`src/rtl/core/dtpv_pkg.sv`:
```
`timescale 1ns / 1ps
// shared types, constants and helper functions of the date text parser
package dtpv_pkg;

  localparam int AccW  = 16;
  localparam int YearW = 14;
  localparam int ResW  = 5;

  localparam logic [7:0] CH_SLASH = 8'h2F;
  localparam logic [7:0] CH_ZERO  = 8'h30;
  localparam logic [7:0] CH_NINE  = 8'h39;

  localparam logic [AccW-1:0] ACC_MAX = 16'hFFFF;

  // field selector codes
  localparam logic [1:0] FLD_DAY   = 2'd0;
  localparam logic [1:0] FLD_MONTH = 2'd1;
  localparam logic [1:0] FLD_YEAR  = 2'd2;
  localparam logic [1:0] FLD_OVER  = 2'd3;

  // configuration register indexes
  localparam logic REG_YEAR_LO = 1'b0;
  localparam logic REG_YEAR_HI = 1'b1;

  localparam logic [YearW-1:0] YEAR_LO_RST = 14'd1;
  localparam logic [YearW-1:0] YEAR_HI_RST = 14'd9999;

  // finished string handed from the parser to the checker
  typedef struct packed {
    logic            err;
    logic [AccW-1:0] day;
    logic [AccW-1:0] month;
    logic [AccW-1:0] year;
    logic [ResW-1:0] year_r25;
  } fin_t;

  // year residue mod 25 after appending one decimal digit
  function automatic logic [ResW-1:0] r25_push(input logic [ResW-1:0] r,
                                               input logic [3:0] d);
    logic [ResW-1:0] m5;
    logic [ResW-1:0] base;
    logic [ResW-1:0] s;
    if (r >= 5'd20)      m5 = r - 5'd20;
    else if (r >= 5'd15) m5 = r - 5'd15;
    else if (r >= 5'd10) m5 = r - 5'd10;
    else if (r >= 5'd5)  m5 = r - 5'd5;
    else                 m5 = r;
    case (m5)
      5'd0:    base = 5'd0;
      5'd1:    base = 5'd10;
      5'd2:    base = 5'd20;
      5'd3:    base = 5'd5;
      5'd4:    base = 5'd15;
      default: base = 5'd0;
    endcase
    s = base + {1'b0, d};
    if (s >= 5'd25) s = s - 5'd25;
    return s;
  endfunction

  // days in a month, month already known to be 1..12
  function automatic logic [4:0] month_len(input logic [3:0] m, input logic leap);
    logic [4:0] n;
    case (m)
      4'd2:                      n = leap ? 5'd29 : 5'd28;
      4'd4, 4'd6, 4'd9, 4'd11:   n = 5'd30;
      default:                   n = 5'd31;
    endcase
    return n;
  endfunction

endpackage

```
`src/rtl/core/dtpv_parse.sv`:
```
`timescale 1ns / 1ps
// character stage: field accumulators and capture of the finished string
module dtpv_parse (
  input  logic               clk,
  input  logic               rst,
  input  logic               in_valid,
  output logic               in_ready,
  input  logic [7:0]         char_code,
  input  logic               last,
  output logic               fin_valid,
  input  logic               fin_ready,
  output dtpv_pkg::fin_t     fin
);
  import dtpv_pkg::*;

  logic [AccW-1:0] day_acc, month_acc, year_acc;
  logic [AccW-1:0] day_acc_next, month_acc_next, year_acc_next;
  logic [1:0]      field_index, field_index_next;
  logic            error_seen, error_seen_next;
  logic [ResW-1:0] year_r25, year_r25_next;
  logic            accept;

  logic [AccW-1:0] cur;
  logic [3:0]      digit;
  logic [AccW+3:0] wide;
  logic [AccW-1:0] pushed;
  logic            is_digit;

  assign in_ready = !fin_valid || fin_ready;
  assign accept   = in_valid && in_ready;

  always_comb begin
    digit    = 4'(char_code - CH_ZERO);
    is_digit = (char_code >= CH_ZERO) && (char_code <= CH_NINE);
    case (field_index)
      FLD_DAY:   cur = day_acc;
      FLD_MONTH: cur = month_acc;
      default:   cur = year_acc;
    endcase
    // acc * 10 + digit, saturating
    wide   = ({4'b0, cur} << 3) + ({4'b0, cur} << 1) + {16'b0, digit};
    pushed = (wide > {4'b0, ACC_MAX}) ? ACC_MAX : wide[AccW-1:0];

    day_acc_next     = day_acc;
    month_acc_next   = month_acc;
    year_acc_next    = year_acc;
    year_r25_next    = year_r25;
    field_index_next = field_index;
    error_seen_next  = error_seen;
    if (!error_seen) begin
      if (char_code == CH_SLASH) begin
        if (field_index >= FLD_YEAR) begin
          field_index_next = FLD_OVER;
          error_seen_next  = 1'b1;
        end else begin
          field_index_next = field_index + 2'd1;
        end
      end else if (!is_digit) begin
        error_seen_next = 1'b1;
      end else begin
        case (field_index)
          FLD_DAY:   day_acc_next = pushed;
          FLD_MONTH: month_acc_next = pushed;
          default: begin
            year_acc_next = pushed;
            year_r25_next = r25_push(year_r25, digit);
          end
        endcase
      end
    end
  end

  always_ff @(posedge clk) begin
    if (rst) begin
      day_acc     <= '0;
      month_acc   <= '0;
      year_acc    <= '0;
      year_r25    <= '0;
      field_index <= FLD_DAY;
      error_seen  <= 1'b0;
      fin_valid   <= 1'b0;
    end else begin
      fin_valid <= (accept && last) || (fin_valid && !fin_ready);
      if (accept) begin
        if (last) begin
          day_acc     <= '0;
          month_acc   <= '0;
          year_acc    <= '0;
          year_r25    <= '0;
          field_index <= FLD_DAY;
          error_seen  <= 1'b0;
        end else begin
          day_acc     <= day_acc_next;
          month_acc   <= month_acc_next;
          year_acc    <= year_acc_next;
          year_r25    <= year_r25_next;
          field_index <= field_index_next;
          error_seen  <= error_seen_next;
        end
      end
    end
  end

  // payload of the finished string, no reset needed
  always_ff @(posedge clk) begin
    if (accept && last) begin
      fin.err      <= error_seen_next;
      fin.day      <= day_acc_next;
      fin.month    <= month_acc_next;
      fin.year     <= year_acc_next;
      fin.year_r25 <= year_r25_next;
    end
  end

endmodule

```
`src/rtl/core/dtpv_check.sv`:
```
`timescale 1ns / 1ps
// calendar check stage, year bound registers and the result register
module dtpv_check (
  input  logic                         clk,
  input  logic                         rst,
  input  logic                         cfg_we,
  input  logic                         cfg_index,
  input  logic [dtpv_pkg::YearW-1:0]   cfg_data,
  input  logic                         fin_valid,
  output logic                         fin_ready,
  input  dtpv_pkg::fin_t               fin,
  output logic                         res_valid,
  input  logic                         res_ready,
  output logic                         res_ok,
  output logic [5:0]                   res_day,
  output logic [4:0]                   res_month,
  output logic [14:0]                  res_year
);
  import dtpv_pkg::*;

  logic [YearW-1:0] year_lo, year_hi;
  logic             leap, year_ok, month_ok, day_ok, ok;
  logic [4:0]       len;
  logic             move;

  always_ff @(posedge clk) begin
    if (rst) begin
      year_lo <= YEAR_LO_RST;
      year_hi <= YEAR_HI_RST;
    end else if (cfg_we) begin
      case (cfg_index)
        REG_YEAR_LO: year_lo <= cfg_data;
        REG_YEAR_HI: year_hi <= cfg_data;
        default: ;
      endcase
    end
  end

  always_comb begin
    // divisible by 4 and not by 100, or by 400 (i.e. by 16 and by 25)
    leap = ((fin.year[1:0] == 2'd0) && (fin.year_r25 != 5'd0)) ||
           ((fin.year[3:0] == 4'd0) && (fin.year_r25 == 5'd0));
    year_ok  = (fin.year >= {2'b0, year_lo}) && (fin.year <= {2'b0, year_hi});
    month_ok = (fin.month >= 16'd1) && (fin.month <= 16'd12);
    len      = month_len(fin.month[3:0], leap);
    day_ok   = (fin.day != '0) && (fin.day <= {11'b0, len});
    ok       = !fin.err && year_ok && month_ok && day_ok;
  end

  assign fin_ready = !res_valid || res_ready;
  assign move      = fin_valid && fin_ready;

  always_ff @(posedge clk) begin
    if (rst) begin
      res_valid <= 1'b0;
    end else if (fin_ready) begin
      res_valid <= fin_valid;
    end
  end

  always_ff @(posedge clk) begin
    if (move) begin
      res_ok    <= ok;
      res_day   <= ok ? fin.day[5:0]    : 6'h3F;
      res_month <= ok ? fin.month[4:0]  : 5'h1F;
      res_year  <= ok ? fin.year[14:0]  : 15'h7FFF;
    end
  end

endmodule

```
`src/rtl/core/date_text_parser_validator.sv`:
```
`timescale 1ns / 1ps
// top level of the dd/mm/yyyy date text parser and validator
//
// takes a date string one character per word on the slave stream, with tlast
// on the final character. digits build day, month and year in turn, a slash
// moves to the next field; a third slash or any other non-digit makes the
// string invalid and the rest of it is ignored. each field saturates at 65535.
// on the final character the year is checked against the lower and upper year
// bounds (config index 0 and 1, reset 1 and 9999), the month against 1..12 and
// the day against the month length with the gregorian leap rule; one result
// word then leaves on the master stream, holding the fields or -1 in all three
// with the valid flag clear. one character is taken every cycle unless a stall
// holds it. a result passes through the character stage, whose register holds
// the finished fields, then the check stage that loads the output register.
// both stages stall only when the output is held back.
module date_text_parser_validator (
  input  logic        clk,
  input  logic        rst,
  // configuration write port
  input  logic        cfg_we,
  input  logic        cfg_index,
  input  logic [13:0] cfg_data,
  // character stream
  input  logic        s_tvalid,
  output logic        s_tready,
  input  logic [7:0]  s_tdata,    // [7:0] char_code
  input  logic        s_tlast,    // last character of the string
  // result stream
  output logic        m_tvalid,
  input  logic        m_tready,
  output logic [31:0] m_tdata     // [0] valid_res, [6:1] day_out, [11:7] month_out,
                                  // [26:12] year_out, [31:27] zero
);
  import dtpv_pkg::*;

  fin_t        fin;
  logic        fin_valid, fin_ready;
  logic        res_ok;
  logic [5:0]  res_day;
  logic [4:0]  res_month;
  logic [14:0] res_year;

  // character stage
  dtpv_parse u_parse (
    .clk       (clk),
    .rst       (rst),
    .in_valid  (s_tvalid),
    .in_ready  (s_tready),
    .char_code (s_tdata),
    .last      (s_tlast),
    .fin_valid (fin_valid),
    .fin_ready (fin_ready),
    .fin       (fin)
  );

  // calendar check and output register
  dtpv_check u_check (
    .clk       (clk),
    .rst       (rst),
    .cfg_we    (cfg_we),
    .cfg_index (cfg_index),
    .cfg_data  (cfg_data),
    .fin_valid (fin_valid),
    .fin_ready (fin_ready),
    .fin       (fin),
    .res_valid (m_tvalid),
    .res_ready (m_tready),
    .res_ok    (res_ok),
    .res_day   (res_day),
    .res_month (res_month),
    .res_year  (res_year)
  );

  // pack result fields, lowest field first, zero padded to 32 bits
  assign m_tdata = {5'b0, res_year, res_month, res_day, res_ok};

endmodule

```
`config.mk`:
```
export PLATFORM = sky130hd
export DESIGN_NAME = date_text_parser_validator
export DESIGN_NICKNAME = d
export VERILOG_FILES = /design/src/rtl/core/dtpv_pkg.sv /design/src/rtl/core/dtpv_parse.sv /design/src/rtl/core/dtpv_check.sv /design/src/rtl/core/date_text_parser_validator.sv
export SDC_FILE = /design/constraint.sdc
export NUM_CORES = 1
export LEC_CHECK = 0
export ABC_AREA = 1
export BUFFER_PORTS_ARGS = -buffer_cell sky130_fd_sc_hd__buf_4
export CELL_PAD_IN_SITES_DETAIL_PLACEMENT = 1
export CELL_PAD_IN_SITES_GLOBAL_PLACEMENT = 1
export CORE_UTILIZATION = 30
export CTS_CLUSTER_SIZE = 14
export DETAILED_ROUTE_END_ITERATION = 10
export MAX_ROUTING_LAYER = met4
export PLACE_DENSITY_LB_ADDON = 0.1
export SYNTH_ARGS = -nofsm -noshare
export SYNTH_HDL_FRONTEND = slang
export SYNTH_HIERARCHICAL = 1
export SYNTH_SLANG_ARGS = --single-unit
```
`constraint.sdc`:
```
create_clock -name clk -period 5.4 [get_ports clk]
set_input_delay 1.08 -clock clk [delete_from_list [all_inputs] [get_ports clk]]
set_output_delay 1.08 -clock clk [all_outputs]
set_load 0.01 [all_outputs]
```
After elaboration in Yosys (flattened, before gate mapping):

Cells that the tools add are included.

* add/sub/neg operators: 10
* magnitude comparators: 14
* eq/ne operators: 12
* muxes and demuxes: 47
* bitwise operators: 1
* reductions and logical operators: 33

Operator list (number)
* 16-bit two-way mux: 16
* 5-bit two-way mux: 18
* 16-bit case mux with 2 select lines: 1
* 19-bit by 17-bit adder with 20-bit output: 1
* 20-bit by 4-bit adder with 20-bit output: 1
* 20-bit by 16-bit > comparator with 1-bit output, second input constant: 1
* 5-bit case mux with 4 select lines: 1
* 16-bit by 1-bit greater-or-equal comparator with 1-bit output, second input constant: 1
* 16-bit by 14-bit greater-or-equal comparator with 1-bit output: 1
* 16-bit by 14-bit less-or-equal comparator with 1-bit output: 1
* 16-bit by 4-bit less-or-equal comparator with 1-bit output, second input constant: 1
* 16-bit by 5-bit less-or-equal comparator with 1-bit output: 1
* 16-bit nonzero test: 1
* 1-bit logical AND: 13
* 5-bit by 2-bit == test with 1-bit output, second input constant: 2
* 5-bit by 4-bit greater-or-equal comparator with 1-bit output, second input constant: 2
* 5-bit greater-or-equal comparator, second input constant: 2
* 5-bit case mux with 2 select lines: 1
* 5-bit by 4-bit subtractor with 5-bit output, second input constant: 2
* 5-bit subtractor, second input constant: 2
* 4-bit by 3-bit == test with 1-bit output, second input constant: 2
* 4-bit == test, second input constant: 2
* 8-bit by 6-bit == test with 1-bit output, second input constant: 1
* 8-bit by 6-bit greater-or-equal comparator with 1-bit output, second input constant: 1
* 26 further kinds: 42

* register bits: 167
* input bits: 29
* output and inout port bits: 34

Longest topological paths before layout:

* word-level depth: 23
* mapped depth: 28
* gate-level depth less buffers: 28

Hierarchy:

Netlist, hierarchy kept.

Modules (own cells, without submodules)
* dtpv_parse: times used 1, cells an instance 864, area an instance 6967.9 um^2, seq. area each 2762.6 um^2
* dtpv_check: times used 1, cells an instance 355, area an instance 3075.4 um^2, seq. area each 1391.3 um^2
* date_text_parser_validator: times used 1, cells an instance 7, area an instance 48.8 um^2, seq. area each 0.0 um^2

Worst setup path after synthesis:

OpenSTA, ideal clock, no wires.

* path type: input -> register
* start: input m_tready
* end: register, netlist name u_parse/fin[0]
* setup time: 0.471 ns
* arrival time: 3.803 ns
* required time: 4.929 ns
* path slack: 1.125 ns
* cell stages on the path: 6
* path buffers: 0
* path through: inv_1 > nand2_1 > nor2_1 > inv_1 > nand2_1 > nor2_1

* longest elaborated chain between the ends: 4

RTL lines
* start: declaration: line date_text_parser_validator.sv:30 `input logic m_tready,`
* 1-bit logical OR: line dtpv_check.sv:50 `assign fin_ready = !res_valid || res_ready;`
* named net fin_ready: line date_text_parser_validator.sv:37 `logic fin_valid, fin_ready;`
* 1-bit logical OR: line dtpv_parse.sv:29 `assign in_ready = !fin_valid || fin_ready;`
* named net s_tready: line date_text_parser_validator.sv:25 `output logic s_tready,`
* 1-bit logical AND: line dtpv_parse.sv:30 `assign accept = in_valid && in_ready;`
* 1-bit logical AND: line dtpv_parse.sv:106 `if (accept && last) begin`

The timed path passes the listed nets, and every way through them passes these cells.
A chain may end at the register's enable or synchronous reset.

Final worst setup path:

* start: register u_parse.field_index[0]
* end: register u_parse.month_acc[2]

* longest elaborated chain between the ends: 11
* elaborated cells between the ends (all ways): 12

RTL lines
* start: declaration: line dtpv_parse.sv:18 `logic [1:0] field_index, field_index_next;`
* start signal: assignment: line dtpv_parse.sv:97 `field_index <= field_index_next;`
* 2-bit by 1-bit == test with 1-bit output / 2-bit logical NOT (equally long branches): line dtpv_parse.sv:35, dtpv_parse.sv:61
* 16-bit case mux with 2 select lines: line dtpv_parse.sv:35 `case (field_index)`
* 19-bit by 17-bit adder with 20-bit output: line dtpv_parse.sv:41 `wide = ({4'b0, cur} << 3) + ({4'b0, cur} << 1) + {16'b0, digit};`
* 20-bit by 4-bit adder with 20-bit output: line dtpv_parse.sv:41
* 20-bit by 16-bit > comparator with 1-bit output: line dtpv_parse.sv:42 `pushed = (wide > {4'b0, ACC_MAX}) ? ACC_MAX : wide[AccW-1:0];`
* 16-bit two-way mux: line dtpv_parse.sv:42
* 16-bit two-way mux (*): line dtpv_parse.sv:61 `case (field_index)`
* 16-bit two-way mux (*): line dtpv_parse.sv:58 `end else if (!is_digit) begin`
* 16-bit two-way mux (*): line dtpv_parse.sv:51 `if (char_code == CH_SLASH) begin`
* 16-bit two-way mux (*): line dtpv_parse.sv:50 `if (!error_seen) begin`
* named net u_parse.month_acc_next[2]: line dtpv_parse.sv:17 `logic [AccW-1:0] day_acc_next, month_acc_next, year_acc_next;`
* 16-bit two-way mux (*): line dtpv_parse.sv:85 `if (last) begin`
* end signal: assignment: line dtpv_parse.sv:94 `month_acc <= month_acc_next;`
* end: declaration: line dtpv_parse.sv:16 `logic [AccW-1:0] day_acc, month_acc, year_acc;`

Mark *: on every way through the listed nets, which the timed path passes. The rest lies on a longest branch.

==> summary.md <==
| Metric | Value |
|---|---|
| Crit path capture type | `register` |
| Pwr Density | `246 nW/µm²` |
| Max clock buf depth | `2` |
| EDFF count, synth | `81` |
| VDD IR-drop max | `0.221 mV` |
| DRT Pass-1 Iters | `5` |
| Highest-count cells in the layout ignoring fill and taps | `238 x nand2_1, 130 x inv_1, 120 x a21oi_1` |
| Fraction of registers with async set/reset | `0%` |
| CTS tree | `built` |
| Post-Syn Instances | `1,226` |
| Max-slew violations | `0` |
| First-pass GRT wire length | `48,300 µm` |
| Vias in the first global route | `~8,500` |
| Most common cell after layout, fill and taps aside | `nand2_1` |
| FF-to-FF setup slack | `about 0.59 ns` |
| Diodes inserted | `0` |
| Final-stage net count | `between 1,000 and 1,500` |
| CTS root buf | `clkbuf_16` |
| WS Path Type | `register to register` |
| Max-slew headroom | `24.2%` |
| Unrepaired setup endpoints after global routing | `no` |
| Initial Util | `30.8%` |
| RR Startpoint | `u_parse/field_index[0]` |
| Global-route usage over all layers | `a little under a fifth` |
| CP Data Arrival Time | `between 5 and 6 ns` |
| R2r endpoint | `u_parse/month_acc[2]` |
| TritonCTS Buffers | `17` |
| Highest metal used | `met4` |
| Antenna Nets Post-Route | `0` |
| # resized after CTS | `0` |
| Drt via density | `slightly below 5` |
| Total grt overflow | `0` |
| Worst skew pair latency | `0.45 ns` |
| Post-route minimum period | `4.81 ns` |
| Critical path required time | `5.68 ns` |
| Routability Congestion | `0.789` |
| Setup violations, final | `0` |
| Final Cell Area | `11,500 µm²` |
| Synth-to-layout area growth | `13.8%` |
| Clock sinks | `167` |
| Filler cell count | `approximately 3,900` |
| Placed cell area | `about 11,000 µm²` |
| Crit Path Max Fanout | `44` |
| Hold bufs inserted after CTS | `0` |
| Max cap viols | `0` |
| Placed insts | `1,685` |
| Fin crit share | `89.0%` |
| Post-route clock skew | `0.0216 ns` |
| Status | `completed` |
| Core Box Area | `between 30,000 and 40,000 µm²` |
| Worst Hold Path EP | `u_check/year_lo[6]` |
| Yosys cell types | `48` |
| Chip width | `185 µm` |
| Input/output buffers | `57` |
| Clock H-tree levels | `4` |
| Total Neg Setup Slack | `0 ns` |
| WL met1 | `15,200 µm` |
| I/O pin count | `63` |
| Initial antenna violation count | `0` |
| Reg clk slew, reported paths | `0.07 ns` |
| WL per Instance | `17.6 µm` |
| Pleak | `between 4 and 5 nW` |
| Critical path launch point type | `register` |
| Post-Syn Area | `10,100 µm²` |
| Die area | `34,400 µm²` |
| Sequential area share after synthesis | `41.2%` |
| Yosys warns | `6` |
| Syn_area_per_cell | `between 8 and 9 µm²` |
| Hpwl dp | `22,300 µm` |
| Row count | `66` |
| Largest net degree at the start of global routing | `60` |
| Met2 WL | `roughly 14,000 µm` |
| Worst slew pin tran | `1.14 ns` |
| Die H | `around 190 µm` |
| Drt first-iter violations | `approximately 400` |
| Number of synthesized register bits | `167` |
| Worst reg-to-reg path cell count | `21` |
| DRC errors left | `0` |
| Post-synth top flop | `dfxtp_1` |
| Layout cells sized above 1 | `14.0%` |
| Setup bufs post-CTS | `0` |
| Vias | `between 8,000 and 9,000` |
| Met3 routed WL | `766 µm` |
| Non-Filler Instances | `1,717` |
| Min-delay src | `u_check/year_lo[6]` |
| Hold Crit Depth | `2` |
| Achievable Freq | `around 210 MHz` |
| Hold Vio Cnt, Final | `0` |
| Min-Delay Path Class | `register to register` |
| WL final | `30,200 µm` |
| Setup crit start | `u_parse/field_index[0]` |
final cells by class:
type / count / area [µm²] / share of cell area (%)
Sequential cell: 167 / 4150 / 36.2
Clock inverter: 14 / 160 / 1.39
Clock buffer: 18 / 429 / 3.74
Timing Repair Buffer: 68 / 523 / 4.55
Tap cell: 442 / 553 / 4.82
Multi-Input combinational cell: 869 / 5140 / 44.8
Inverter: 139 / 522 / 4.54
through the flow:
stage               setup slack (ns)  total power, mW  hold WS (ns)  utilization, %
finish                         0.593             2.83         0.466            35.0
global route                   0.281             2.94         0.482            35.0
floorplan                       1.13             1.53         0.433               -
detailed placement             0.649             1.60         0.458            33.2
CTS                            0.606             2.87         0.470            35.0
global placement               0.791             1.60         0.452            33.2
registers in the layout, summed over array words and instances, names as in the netlist, 6 cells and up:
name and flops:
u_check/year_lo 14, u_parse/day_acc 16, u_parse/fin 54, u_parse/month_acc 16, u_parse/year_acc 16, u_check/year_hi 14, u_check/res_day 6, u_check/res_year 15
power by group:
part	internal, mW	total (mW)	leakage, nW	switching, mW
Combinational	0.0643	0.202	3.14	0.138
Sequential	1.35	1.37	1.41	0.0143
Clock	0.694	1.26	0.282	0.565
Total	2.11	2.83	4.83	0.718
worst max-delay path by stage:
stage / to / cells past startpoint / slack [ns]
6_report: u_parse/month_acc[2] / 21 / 0.59
5_1_grt: u_parse/month_acc[2] / 21 / 0.28
3_3_place_gp: u_parse/fin[21] / 19 / 0.79
3_5_place_dp: u_parse/month_acc[2] / 21 / 0.65
2_1_floorplan: u_parse/fin[0] / 6 / 1.13
4_1_cts: u_parse/month_acc[2] / 21 / 0.61
per-layer routing:
layer / vias to the layer above / GRT usage [%]
met5: - / -
met4: 0 / 4.20
met3: 23 / 2.36
met2: 127 / 29.8
met1: 4051 / 25.9
li1: 4219 / -
Yosys cell counts (8+ instances only):
master    instances  area share (%)
a21oi_1         121             6.0
and2_1           33             2.0
buf_2             9            0.45
buf_4             9            0.67
buf_6             8            0.89
clkbuf_1         27             1.0
dfxtp_1          86              17
edfxtp_1         81              24
ha_1             79             9.8
inv_1           130             4.8
nand2_1         239             8.9
nand2_2          13            0.81
nand3_1          78             3.9
nand3b_1          9            0.67
nand4_1          70             4.3
nor2_1           69             2.6
o21ai_0          31             1.5
o22ai_1          15            0.93
or2_2            22             1.4
xnor2_1          11            0.95
xor2_1            8            0.69
cells by family after synthesis:
family                     count (synthesis)  synth area share (%)
xor gates and xnor gates                  20                  1.81
DFF                                      167                  41.2
and+or+nand+nor                          555                  26.4
buffers and inverters                    194                  8.26
other                                      1                0.0372
adders and majority gates                 82                  10.4
AOI/OAI and AO/OA                        207                  11.9
worst max-delay path, cell delays in order (launching register included):
cell	delay (ns)
dfxtp_1	0.35
inv_1	0.05
nor2_1	0.76
inv_1	0.31
nor2_1	0.17
nor2_1	0.13
fa_1	0.54
fa_1	0.47
a21oi_1	0.20
o21ai_2	0.09
nand2_1	0.07
nand2_1	0.09
nand3_1	0.08
nand2_1	0.06
xor2_1	0.16
a21oi_4	0.11
buf_4	0.47
nand3b_1	0.24
nand2_1	0.12
nand2_1	0.07
nand2_1	0.06
a21oi_1	0.07
Note: power is estimated with default switching activity, not from simulation.
